==> config.mk <==
export PLATFORM = sky130hd
export DESIGN_NAME = hcbp_queue
export DESIGN_NICKNAME = d
export VERILOG_FILES = /design/src/rtl/core/hcbp_pkg.sv /design/src/rtl/core/hcbp_queue.sv
export SDC_FILE = /design/constraint.sdc
export NUM_CORES = 1
export LEC_CHECK = 0
export ABC_AREA = 1
export BUFFER_PORTS_ARGS = -buffer_cell sky130_fd_sc_hd__buf_2
export CORE_MARGIN = 2
export CORE_UTILIZATION = 35
export DETAILED_ROUTE_END_ITERATION = 7
export HOLD_SLACK_MARGIN = 0.12
export SLEW_MARGIN = 15
export SYNTH_ARGS = -nofsm -noshare
export SYNTH_HDL_FRONTEND = slang
export SYNTH_SLANG_ARGS = --single-unit
==> constraint.sdc <==
create_clock -name clk -period 5.51 [get_ports clk]
set_input_delay 0 -clock clk [delete_from_list [all_inputs] [get_ports clk]]
set_output_delay 0 -clock clk [all_outputs]
set_load 0.03 [all_outputs]
==> src/rtl/core/hcbp_pkg.sv <==
package hcbp_pkg;

  localparam int CodeWidth = 32;
  localparam int LenWidth = 6;
  localparam int MaxCodeLength = 32;
  localparam int TableDepth = 256;
  localparam int QueueDepth = 4;
  localparam int QueuePtrWidth = $clog2(QueueDepth);

  localparam logic [1:0] ActLoad = 2'd0;
  localparam logic [1:0] ActEncode = 2'd1;
  localparam logic [1:0] ActFinish = 2'd2;

  typedef struct packed {
    logic [1:0] action;
    logic [7:0] symbol;
    logic [CodeWidth-1:0] code_bits;
    logic [LenWidth-1:0] code_length;
  } item_t;

  typedef struct packed {
    logic [7:0] out_byte;
    logic is_count;
    logic last;
  } result_t;

  typedef struct packed {
    logic [CodeWidth-1:0] code;
    logic [LenWidth-1:0] len;
  } entry_t;

  typedef struct packed {
    logic is_finish;
    entry_t entry;
  } job_t;

endpackage

==> src/rtl/core/hcbp_queue.sv <==
module hcbp_queue (
  input  logic clk,
  input  logic rst,
  input  logic wr_valid,
  output logic wr_ready,
  input  hcbp_pkg::job_t wr_data,
  output logic rd_valid,
  input  logic rd_take,
  output hcbp_pkg::job_t rd_data
);

  hcbp_pkg::job_t slots [hcbp_pkg::QueueDepth];
  logic [hcbp_pkg::QueuePtrWidth-1:0] wr_ptr;
  logic [hcbp_pkg::QueuePtrWidth-1:0] rd_ptr;
  logic [hcbp_pkg::QueuePtrWidth:0] count;
  logic do_wr;
  logic do_rd;

  assign wr_ready = (count != (hcbp_pkg::QueuePtrWidth+1)'(hcbp_pkg::QueueDepth));
  assign rd_valid = (count != '0);
  assign do_wr = wr_valid && wr_ready;
  assign do_rd = rd_take && rd_valid;
  assign rd_data = slots[rd_ptr];

  always_ff @(posedge clk) begin
    if (do_wr) begin
      slots[wr_ptr] <= wr_data;
    end
  end

  always_ff @(posedge clk) begin
    if (rst) begin
      wr_ptr <= '0;
      rd_ptr <= '0;
      count <= '0;
    end else begin
      if (do_wr) begin
        wr_ptr <= wr_ptr + 1'b1;
      end
      if (do_rd) begin
        rd_ptr <= rd_ptr + 1'b1;
      end
      if (do_wr && !do_rd) begin
        count <= count + 1'b1;
      end else if (do_rd && !do_wr) begin
        count <= count - 1'b1;
      end
    end
  end

endmodule

==> flow_metrics.py <==
metrics = {
    "synthesis": {
        "synth-seq-cells": 165,
        "syn_nets": 495,
        "syn_inst": 446,
        "yosysWarnings": 0,
        "synth_cell_type_count": 22,
        "netlist.top_cell.by_area": "edfxtp_1",
        "syn_avg_cell_area_um2": 14.1,
        "yosysSeqAreaShare": 0.776,
        "synth.top_cell.area_share": 0.747,
        "synth_area_mm2": 0.00627,
        "synth_area_leaders": "edfxtp_1, o21ai_0, nor2_1",
    },
    "final_layout": {
        "drive_above_1_share": 0.211,
        "seqCellArea_mm2": 0.00487,
        "final_cell_mix": "edfxtp_1, nor2_1, buf_2",
        "synthToLayoutAreaGrowth_pct": 24.9,
        "diodes": 0,
        "final_common_cell": "edfxtp_1",
        "final_nets": 620,
        "multi_input_area_mm2": 0.00120,
        "fill_cells": 1588,
    },
    "clock_network": {
        "cts_setup_buffers": 0,
        "cts.hold.buffers_added": 43,
        "clock-sinks": 165,
        "ctsLongestPathBuffers": 2,
        "cts_tree": "done",
        "clock-root-buffer": "clkbuf_16",
        "clock_insertion_delay_worst_skew_ns": 0.42,
        "numCtsBuffers": 17,
        "htree_levels": 4,
        "path_clk_slew_ns": 0.06,
        "ctsResizeCount": 0,
    },
    "sta": {
        "drv_slew": 0,
        "timing.fmax_ghz": 0.389,
        "period_share": 0.467,
        "rsz0062_at_grt": "false",
        "hold_violations": 0,
        "setup_violations": 0,
        "worst_pin_slew_ns": 0.821,
        "maxSlewHeadroom": 0.453,
        "period_minus_slack_ns": 2.57,
        "setup_tns_ns": 0,
        "skew_ns": 0.00724,
    },
    "drt": {
        "ant_nets": 0,
        "vias": 3915,
        "via_per_inst": 4.84,
        "wl_per_cell_um": 16.4,
        "drtIter0Drc": 294,
        "drc": 0,
        "firstDrtPassIters": 4,
        "finalWirelength_um": 13300,
    },
    "floorplan": {
        "coreArea_mm2": 0.0174,
        "dieArea_mm2": 0.0190,
        "io_pins": 84,
        "rows": 48,
        "die_w_um": 138,
        "die_y_um": 138,
        "start_util": 0.360,
    },
    "setup_path": {
        "worst_setup_path_start_kind": "register",
        "critPathCaptureType": "primary output",
        "cp_cell_sequence": "buf_4 > inv_4 > o21ai_0 > o22ai_1 > buf_2",
        "max_stage_delay_ns": 0.68,
        "slowest_stage": "inv_4",
        "path_buf_inv": 3,
        "cp_max_fo": 79,
        "crit_required_ns": 5.51,
        "critPathKind": "reg2out",
        "cp.arrival_ns": 2.57,
        "reg2reg_setup_slack_ns": 3.32,
        "crit_family": "buffers and inverters",
    },
    "placed_design": {
        "portBuffers": 83,
        "gp_congestion": 0.786,
        "hpwl_um": 7300,
    },
    "global_route": {
        "grt_max_degree": 80,
        "grt_pass1_vias": 4045,
        "grt_pass1_wl_um": 20800,
        "track_usage": 0.149,
        "grt_antenna_before_repair": 0,
        "overflow": 0,
    },
    "hold_path": {
        "worstHoldPathType": "in2reg",
    },
    "pwr": {
        "ir_drop_uv": 235,
        "totalPowerFinal_uw": 3690,
        "power_density_mw_per_mm2": 471,
        "p_leak_uw": 0.00278,
    },
    "status": {
        "status": "complete, no violations",
    },
    "flow_run": {
        "drv_cap": 0,
    },
}
[Yosys cell counts]
library cell  instances
nor2_1               92
buf_6                 6
o21ai_0              77
edfxtp_1            156
buf_4                 1
fa_1                  1
dfxtp_1               9
buf_2                 9
clkbuf_2              3
xor2_1                1
inv_1                14
o22ai_1              39
inv_2                 1
clkbuf_1              4
nand2_1              15
nand3_1               4
clkbuf_4              2
ha_1                  5
inv_4                 1
o21ai_1               2
a21oi_1               3
nand3b_1              1
[report_power, final]
part	total, µW	internal [µW]	switching (µW)
clock	1060	613	443
combinational	1050	282	770
sequential	1580	1530	52.5
total	3690	2420	1270
[logic make-up after synthesis]
family / synth area share
adders and majority gates: 0.0132
and+or+nand+nor: 0.0685
DFF: 0.776
xor gates and xnor gates: 0.00140
AOI/OAI and AO/OA: 0.104
buffers and inverters: 0.0363
[worst reg2reg max path: stages, from the launching register on]
cell and delay, ns:
dfxtp_1 0.34, nor2_1 0.15, nand2_1 0.13, nand2_1 0.33
inv_1 0.14, ha_1 0.25, inv_1 0.09, fa_1 0.42
o21ai_0 0.17, nor2_1 0.06
[routing by layer]
layer  vias to the layer above  global-route usage  wire (µm)
met2                        95               0.256       6600
met1                      1916               0.176       5780
met4                         0              0.0573        134
li1                       1892                   -          -
met3                        12              0.0430        796
met5                         -                   0          0
[area by class of cell]
type | instances | area share
clock inverters | 11 | 0.0110
multi-input cells | 240 | 0.154
inverters | 16 | 0.00799
flip-flops and latches | 165 | 0.622
repair buffers | 131 | 0.113
well taps | 225 | 0.0360
clock buffers | 21 | 0.0563
[stage by stage]
step | cells | setup slack (ns) | cell area [µm²] | hold WS, ns | utilization
after floorplan | 446 | 2.52 | 6270 | 0.0691 | -
after global placement | 734 | 3.45 | 6870 | 0.213 | 0.394
after detailed placement | 734 | 3.33 | 6870 | 0.218 | 0.394
after CTS | 809 | 2.88 | 7830 | 0.321 | 0.449
after global routing | 809 | 2.69 | 7830 | 0.340 | 0.449
final | 809 | 2.94 | 7830 | 0.326 | 0.449
[sequential cells by signal, indices dropped and copies added, names as in the netlist, named ones only]
name and count:
rd_ptr 2, wr_ptr 2, count 3, slots 156
[path summary, 6_finish.rpt]
kind | endpoint | start | cells after the start
setup reg to reg | count[1]$_SDFFE_PP0P_ | count[1]$_SDFFE_PP0P_ | 9
setup / recovery | rd_data[1] | register | 5
hold reg to reg | register | rd_ptr[1]$_SDFFE_PP0P_ | 2
hold / removal | slots[2][4]$_DFFE_PP_ | wr_data[4] | 2
No activity file was read; power rests on OpenSTA's default activity.
