File: src/rtl/core/hcbp_pkg.sv
package hcbp_pkg;

  localparam int CodeWidth = 32;
  localparam int LenWidth = 6;
  localparam int MaxCodeLength = 32;
  localparam int TableDepth = 256;
  localparam int QueueDepth = 4;
  localparam int QueuePtrWidth = $clog2(QueueDepth);

  localparam logic [1:0] ActLoad = 2'd0;
  localparam logic [1:0] ActEncode = 2'd1;
  localparam logic [1:0] ActFinish = 2'd2;

  typedef struct packed {
    logic [1:0] action;
    logic [7:0] symbol;
    logic [CodeWidth-1:0] code_bits;
    logic [LenWidth-1:0] code_length;
  } item_t;

  typedef struct packed {
    logic [7:0] out_byte;
    logic is_count;
    logic last;
  } result_t;

  typedef struct packed {
    logic [CodeWidth-1:0] code;
    logic [LenWidth-1:0] len;
  } entry_t;

  typedef struct packed {
    logic is_finish;
    entry_t entry;
  } job_t;

endpackage

File: src/rtl/core/hcbp_back.sv
module hcbp_back (
  input  logic clk,
  input  logic rst,
  input  logic job_valid,
  output logic job_take,
  input  hcbp_pkg::job_t job,
  output logic empty,
  input  logic pop,
  output hcbp_pkg::result_t result
);

  logic [7:0] pend;
  logic [3:0] fill;
  logic wk_valid;
  logic wk_finish;
  logic [39:0] wk_word;
  logic [2:0] wk_n;
  logic [2:0] wk_idx;
  logic out_valid;
  hcbp_pkg::result_t out_data;

  logic [32:0] mask;
  logic [31:0] code_m;
  logic [5:0] total;
  logic [5:0] shamt;
  logic [39:0] acc;
  logic [2:0] n;
  logic [5:0] fill_next;
  logic [7:0] pend_next;
  logic emit;
  logic wk_last;
  logic out_pop;

  always_comb begin
    mask = (33'd1 << job.entry.len) - 33'd1;
    code_m = job.entry.code & mask[31:0];
    total = {2'b00, fill} + job.entry.len;
    shamt = 6'd40 - total;
    acc = {pend, 32'b0} | ({8'b0, code_m} << shamt);
    priority if (total == 6'd0) begin
      n = 3'd0;
    end else if (job.entry.len == '0 && fill == 4'd8) begin
      n = 3'd1;
    end else begin
      n = 3'((total - 6'd1) >> 3);
    end
    fill_next = total - {n, 3'b000};
    pend_next = acc[{3'd4 - n, 3'b000} +: 8];
  end

  assign out_pop = pop && out_valid;
  assign emit = wk_valid && (!out_valid || out_pop);
  assign wk_last = (wk_idx == wk_n - 3'd1);
  assign job_take = job_valid && (!wk_valid || (emit && wk_last));
  assign empty = !out_valid;
  assign result = out_data;

  always_ff @(posedge clk) begin
    if (job_take) begin
      wk_idx <= '0;
      wk_finish <= job.is_finish;
      if (job.is_finish) begin
        wk_word <= {pend, 8'd8 - {4'b0000, fill}, 24'b0};
        wk_n <= 3'd2;
      end else begin
        wk_word <= acc;
        wk_n <= n;
      end
    end else if (emit) begin
      wk_idx <= wk_idx + 3'd1;
    end
    if (emit) begin
      out_data.out_byte <= wk_word[{3'd4 - wk_idx, 3'b000} +: 8];
      out_data.is_count <= wk_finish && (wk_idx == 3'd1);
      out_data.last <= wk_last;
    end
  end

  always_ff @(posedge clk) begin
    if (rst) begin
      pend <= '0;
      fill <= '0;
      wk_valid <= 1'b0;
      out_valid <= 1'b0;
    end else begin
      if (job_take) begin
        if (job.is_finish) begin
          pend <= '0;
          fill <= '0;
          wk_valid <= 1'b1;
        end else begin
          pend <= pend_next;
          fill <= fill_next[3:0];
          wk_valid <= (n != 3'd0);
        end
      end else if (emit && wk_last) begin
        wk_valid <= 1'b0;
      end
      if (emit) begin
        out_valid <= 1'b1;
      end else if (out_pop) begin
        out_valid <= 1'b0;
      end
    end
  end

endmodule

File: config.mk
export PLATFORM = sky130hd
export DESIGN_NAME = hcbp_back
export DESIGN_NICKNAME = d
export VERILOG_FILES = /design/src/rtl/core/hcbp_pkg.sv /design/src/rtl/core/hcbp_back.sv
export SDC_FILE = /design/constraint.sdc
export NUM_CORES = 1
export LEC_CHECK = 0
export ABC_CLOCK_PERIOD_IN_PS = 5400
export BUFFER_PORTS_ARGS = -buffer_cell sky130_fd_sc_hd__buf_2
export CAP_MARGIN = 10
export CORE_MARGIN = 2
export CORE_UTILIZATION = 52
export CTS_CLUSTER_DIAMETER = 200
export DETAILED_ROUTE_END_ITERATION = 7
export PLACE_DENSITY = 0.69
export SLEW_MARGIN = 40
export SYNTH_ARGS = -nofsm -noshare
export SYNTH_HDL_FRONTEND = slang
export SYNTH_SLANG_ARGS = --single-unit
File: constraint.sdc
create_clock -name clk -period 5.4 [get_ports clk]
set_clock_uncertainty 0.1 [all_clocks]
set_input_delay 1.08 -clock clk [delete_from_list [all_inputs] [get_ports clk]]
set_output_delay 1.08 -clock clk [all_outputs]
set_load 0.1 [all_outputs]
==> metrics.txt, run 1 <==
# IOs=55; Worst Setup End Kind=register; worst skew pair latency=0.34 ns; DIE AREA=16660 um^2; first-pass GRT wire length=43.61 mm; most frequent cells in the layout=105 x nand2_1, 95 x nor2_1, 66 x a21oi_1; H-Tree Depth=3; Max Clk Rate=213.4 MHz; r2r startpoint=fill[0]; top routing layer used=met4; Final Hold Fails=0; Iteration-0 DRC Markers=1059; Post-synth ARST share=0; GRT Residual Overflow=0; WP data required=5.39 ns; vias in the first global route=7866; num rows=45; hold_ws=0.3896 ns; Max Slew Vio Count=0; vias per cell=6.809; Hold WC Path Type=register to register; hold path depth=2; largest family of logic cells by synthesized area=compound AO/OA/AOI/OAI gates; setup bufs post-CTS=0; GP Congestion=0.9996; Yosys reg bits=71; # diodes=0; core area=15260 um^2; cell-by-cell trace of the critical path=buf_2, buf_4, nor4_4, nand2_1, ha_1, inv_1, o31ai_1, a211oi_1, o31ai_1, mux2i_1, mux2_2, a211o_1, o32a_1; CTS buffer count=9; Synth Area in Compound Gates=0.3294; CP most frequent cell=o31ai_1; Synth Area in XOR/XNOR=0.03230; hpwl dp=20.66 mm; Synth cell types=107; Arrival @ worst endpoint=4.67 ns; Yosys top cell area share=0.1993; hold_sp=wk_valid; sequential fraction of the synthesis area=0.2412; nets=1125; critical path type=primary input to register; CP max FO=22; Yosys top cell by area=edfxtp_1; Main synth FF type=edfxtp_1; initial core utilization=0.5332; Post-synth EDFFs=54; CTS Hold Bufs=0; largest cells by area after synthesis=edfxtp_1 20%, nand2_1 4.8%, nor2_1 4.4%; DRC violations left=0; simple-gate portion of the synthesized area=0.2599; via count=8743; fin cells=1284; slew margin rel.=0.4631; Syn Area/Cell=7.792 um^2; Area after DPL=8676 um^2; minimum clock period=4.686 ns; TNS Setup=0 ns; CTS-repair resized insts=0; post-synthesis mux area share=0.04875; syn_nets=1101; synthesized cell area=8135 um^2; final setup violation count=0; metal3 WL=2.112 mm; antenna violation net count after detailed routing=0; outcome=completed; cells on worst reg2reg path=15; # fillers=1441; crit path launch=job[0]; CTS max path bufs=2; largest net degree at the start of global routing=82; share of post-route cells with drive strength above 1=0.1743; RSZ-0062 raised after global routing=no; Reg clk slew, reported paths=0.06 ns; Max IR drop VDD=0.0002289 V; Die Width=129.1 um; type of origin of the critical path=primary input; pwr/cell area=363.7 nW/um^2; post-route cell area=8975 um^2; Max-Cap Viols=0; Synth Area in Adders=0.02245; Metal-1 WL=11.66 mm; CTS tree=built; commonest non-fill, non-tap cell in the layout=nand2_1; Root Buffer=clkbuf_16; crit share post-route=0.8677; max incr delay on CP=0.56 ns; antenna violations before repair=0; Syn-to-layout area delta=10.32%; die height=129.1 um; placed cell count=1268; Leakage=3.366 nW; Gate Count Post-Synth=1044; drt first pass iters=6; Worst-Margin Slew=0.8046 ns; total track usage=0.3299; drt total wl=27.42 mm; CP max stage cell=ha_1; synth warn=0; wire length per cell=21.35 um; Port-buffer cells=54; CTS Sinks=71; met2 wire len=12.37 mm
-- routing by layer --
layer | up-vias | track usage
met5 | - | 0
met4 | 0 | 0.1432
met3 | 84 | 0.04005
met2 | 515 | 0.5316
met1 | 4067 | 0.4487
li1 | 4077 | -
-- per-stage QoR --
stage	total power, mW	worst slack (ns)	util
2_1_floorplan	2.086	0.4204	-
3_3_place_gp	2.612	0.4449	0.5671
3_5_place_dp	2.625	0.4104	0.5686
4_1_cts	3.215	0.7573	0.5882
5_1_grt	3.438	0.4070	0.5882
6_report	3.264	0.7144	0.5882
-- critical path: cells and delay by family --
kind,cells,cell delay [ns]
AO/OA/AOI/OAI,5,1.71
AND/OR/NAND/NOR,2,0.20
buffers and inverters,3,0.61
adder cells (fa/ha/maj),1,0.56
multiplexers,2,0.52
-- cell type report --
class | count | area (um^2) | area share
Multi-Input combinational cell | 855 | 5678 | 0.6327
Sequential cell | 71 | 1962 | 0.2186
Timing Repair Buffer | 104 | 670.6 | 0.07472
Tap cell | 211 | 264.0 | 0.02942
Clock buffer | 10 | 239.0 | 0.02663
Inverter | 27 | 101.3 | 0.01129
Clock inverter | 6 | 60.06 | 0.006692
-- cell families (layout without fill, tap and decap cells) --
| group | Yosys count | after routing |
|---|---|---|
| AOI/OAI and AO/OA | 373 | 373 |
| xor gates and xnor gates | 22 | 22 |
| adders and majority gates | 14 | 14 |
| buffers and inverters | 118 | 147 |
| DFF | 71 | 71 |
| muxes | 36 | 36 |
| and+or+nand+nor | 410 | 410 |
-- path summary, 6_finish.rpt --
check	end	slack [ns]
min	out_valid	0.39
max	wk_word[33]	0.71
max reg2reg	pend[7]	1.26
min reg2reg	out_valid	0.39
-- Yosys cell counts (all sizes together) (10+ instances only) --
| library cell | n |
|---|---|
| nand3 | 47 |
| nand2b | 11 |
| a31oi | 23 |
| o211ai | 29 |
| a21oi | 67 |
| clkbuf | 47 |
| nor4 | 10 |
| a211oi | 20 |
| nand2 | 106 |
| or3 | 13 |
| a211o | 11 |
| and3 | 23 |
| mux2i | 19 |
| buf | 44 |
| ha | 13 |
| xnor2 | 11 |
| dfxtp | 17 |
| and2 | 10 |
| nor2 | 96 |
| o31ai | 15 |
| inv | 24 |
| nor3 | 40 |
| mux2 | 16 |
| o21ai | 71 |
| nor2b | 11 |
| edfxtp | 54 |
-- state kept, by name, summed over array words and instances (netlist names) --
register and cells:
wk_n 3, wk_word 40, wk_finish 1, wk_idx 3, pend 8, out_valid 1
fill 4, wk_valid 1, result 10
-- report_power, final --
part	total, mW	switching (mW)	leakage, nW	internal, mW
combinational	1.95	1.31	2.55	0.639
clock	0.588	0.221	0.144	0.367
sequential	0.729	0.0298	0.671	0.699
No activity file was read; power rests on OpenSTA's default activity.
==> inputs of run 2 (changes only) <==
ABC_CLOCK_PERIOD_IN_PS = 5300   (was 5400)
clock period = 5.3 ns   (was 5.4 ns; I/O delays follow)
==> run 2 against run 1 <==
Against the previous run: first-iteration DRC count is 9.6% lower; sequential cell count is the same; sequential share of layout area is essentially flat; via count fell by 0.58%; largest cell class unchanged.
==> metrics.txt, run 2 (synthesis results as in run 1) <==
outcome=completed (unchanged); nets=1123 (was 1125); cells on worst reg2reg path=16 (was 15); share of post-route cells with drive strength above 1=0.1699 (was 0.1743); CP bufs+invs=5 (was 3); setup bufs post-CTS=0 (unchanged); Worst-Margin Slew=0.7891 ns (was 0.8046 ns); Final Hold Fails=0 (unchanged); Hold WC Path Type=register to register (unchanged); CTS Sinks=71 (unchanged); CTS tree=built (unchanged); critical path endpoint=wk_word[30] (was wk_word[33]); Leakage=3.370 nW (was 3.366 nW); antenna violation net count after detailed routing=0 (unchanged); drt first pass iters=6 (unchanged); total track usage=0.3290 (was 0.3299); most frequent cells in the layout=105 x nand2_1, 95 x nor2_1, 66 x a21oi_1 (unchanged); DIE AREA=16660 um^2 (unchanged); CP most frequent cell=buf_4 (was o31ai_1); die height=129.1 um (unchanged); RR Endpoint=pend[7] (unchanged); initial core utilization=0.5332 (unchanged); CTS Hold Bufs=0 (unchanged); placed cell count=1266 (was 1268); crit path launch=job[0] (unchanged); family with the most delay on the worst path=compound AO/OA/AOI/OAI gates (unchanged); CP max stage cell=o32ai_1 (was ha_1); hpwl dp=20.31 mm (was 20.66 mm); commonest non-fill, non-tap cell in the layout=nand2_1 (unchanged); Largest register FFs=40 (unchanged); antenna violations before repair=0 (unchanged); vias per cell=6.780 (was 6.809); max incr delay on CP=0.58 ns (was 0.56 ns); # fillers=1434 (was 1441); Arrival @ worst endpoint=5.03 ns (was 4.67 ns); DRC violations left=0 (unchanged); type of origin of the critical path=primary input (unchanged); hold_ws=0.3853 ns (was 0.3896 ns); r2r startpoint=fill[0] (unchanged); pwr/cell area=373.4 nW/um^2 (was 363.7 nW/um^2); # IOs=55 (unchanged); Reg clk slew, reported paths=0.05 ns (was 0.06 ns); Root Buffer=clkbuf_16 (unchanged); Port-buffer cells=54 (unchanged); Worst Setup End Kind=register (unchanged); GP Congestion=1.028 (was 0.9996); slew margin rel.=0.4713 (was 0.4631); final setup violation count=0 (unchanged); TNS Setup=0 ns (unchanged); worst skew pair latency=0.32 ns (was 0.34 ns); via count=8692 (was 8743); WP data required=5.35 ns (was 5.39 ns); Max-Cap Viols=0 (unchanged); # diodes=0 (unchanged); critical path type=primary input to register (unchanged); H-Tree Depth=3 (unchanged); R2R setup slack=0.98 ns (was 1.26 ns); wire length per cell=21.07 um (was 21.35 um); first-pass GRT wire length=43.37 mm (was 43.61 mm); largest net degree at the start of global routing=54 (was 82); CTS buffer count=9 (unchanged); cell-by-cell trace of the critical path=buf_2, buf_4, nor4_4, nand2_1, ha_1, buf_4, inv_1, a31oi_1, and3_1, xor2_1, o32ai_1, nor2_1, a2111oi_0, buf_4, a21oi_1, o21ai_0 (was buf_2, buf_4, nor4_4, nand2_1, ha_1, inv_1, o31ai_1, a211oi_1, o31ai_1, mux2i_1, mux2_2, a211o_1, o32a_1); RSZ-0062 raised after global routing=no (unchanged); Syn-to-layout area delta=10.40% (was 10.32%); CTS max path bufs=2 (unchanged); CTS-repair resized insts=0 (unchanged); fin cells=1282 (was 1284); minimum clock period=4.983 ns; num rows=45 (unchanged); core area=15260 um^2 (unchanged); vias in the first global route=7823 (was 7866); Top reg by flops=wk_word (unchanged); crit share post-route=0.9403; Iteration-0 DRC Markers=957 (was 1059); CP max FO=22 (unchanged); Die Width=129.1 um (unchanged); Crit. path cell count=16 (was 13); GRT Residual Overflow=0 (unchanged); Max IR drop VDD=0.0002504 V (was 0.0002289 V); Max Clk Rate=200.7 MHz; drt total wl=27.01 mm (was 27.42 mm); Max Slew Vio Count=0 (unchanged)
run 2: through the flow:
step             util  area (um^2)  setup slack [ns]  power, mW
3_3_place_gp   0.5678         8663            0.2112      2.668
2_1_floorplan       -         8135            0.3404      2.125
4_1_cts        0.5886         8981            0.4579      3.309
6_report       0.5886         8981            0.3165      3.354
5_1_grt        0.5886         8981            0.1350      3.539
3_5_place_dp   0.5685         8675            0.1279      2.677
run 2: worst min-delay path by stage:
stage	startpoint	end	slack [ns]	cells after the start
6_report	wk_valid	out_valid	0.39	2
5_1_grt	wk_valid	out_valid	0.43	2
4_1_cts	wk_valid	out_valid	0.40	2
3_5_place_dp	wk_valid	out_valid	0.38	2
3_3_place_gp	wk_valid	out_valid	0.38	2
2_1_floorplan	wk_valid	out_valid	0.36	2
run 2: layer usage:
layer / vias up / GRT usage / wire length, um
met3: 71 / 0.03840 / 2120
met2: 466 / 0.5179 / 12140
met5: - / 0 / 0
met1: 4073 / 0.4564 / 11540
met4: 0 / 0.1477 / 1219
li1: 4082 / - / -
run 2: cell type report:
type	count	area (um^2)	share of cell area
Clock buffer	12	236.5	0.02633
Clock inverter	4	70.07	0.007802
Inverter	27	101.3	0.01128
Multi-Input combinational cell	855	5667	0.6310
Sequential cell	71	1962	0.2184
Tap cell	211	264.0	0.02940
Timing Repair Buffer	102	680.7	0.07579
run 2: worst register-to-register path: stages, from the launching register on:
cell	delay [ns]
dfxtp_1	0.42
ha_2	0.25
fa_1	0.47
inv_1	0.13
ha_1	0.27
and2_1	0.18
o221a_2	0.26
nor2b_1	0.13
o21ai_0	0.13
ha_1	0.22
ha_1	0.53
nor2_1	0.11
nand2_1	0.11
nand2_1	0.05
a2111oi_0	0.53
o31ai_1	0.15
o31ai_1	0.20
run 2: report_power, final:
group | total, mW | internal, mW | switching, mW
sequential | 0.742 | 0.712 | 0.0294
combinational | 1.98 | 0.656 | 1.33
clock | 0.628 | 0.411 | 0.217
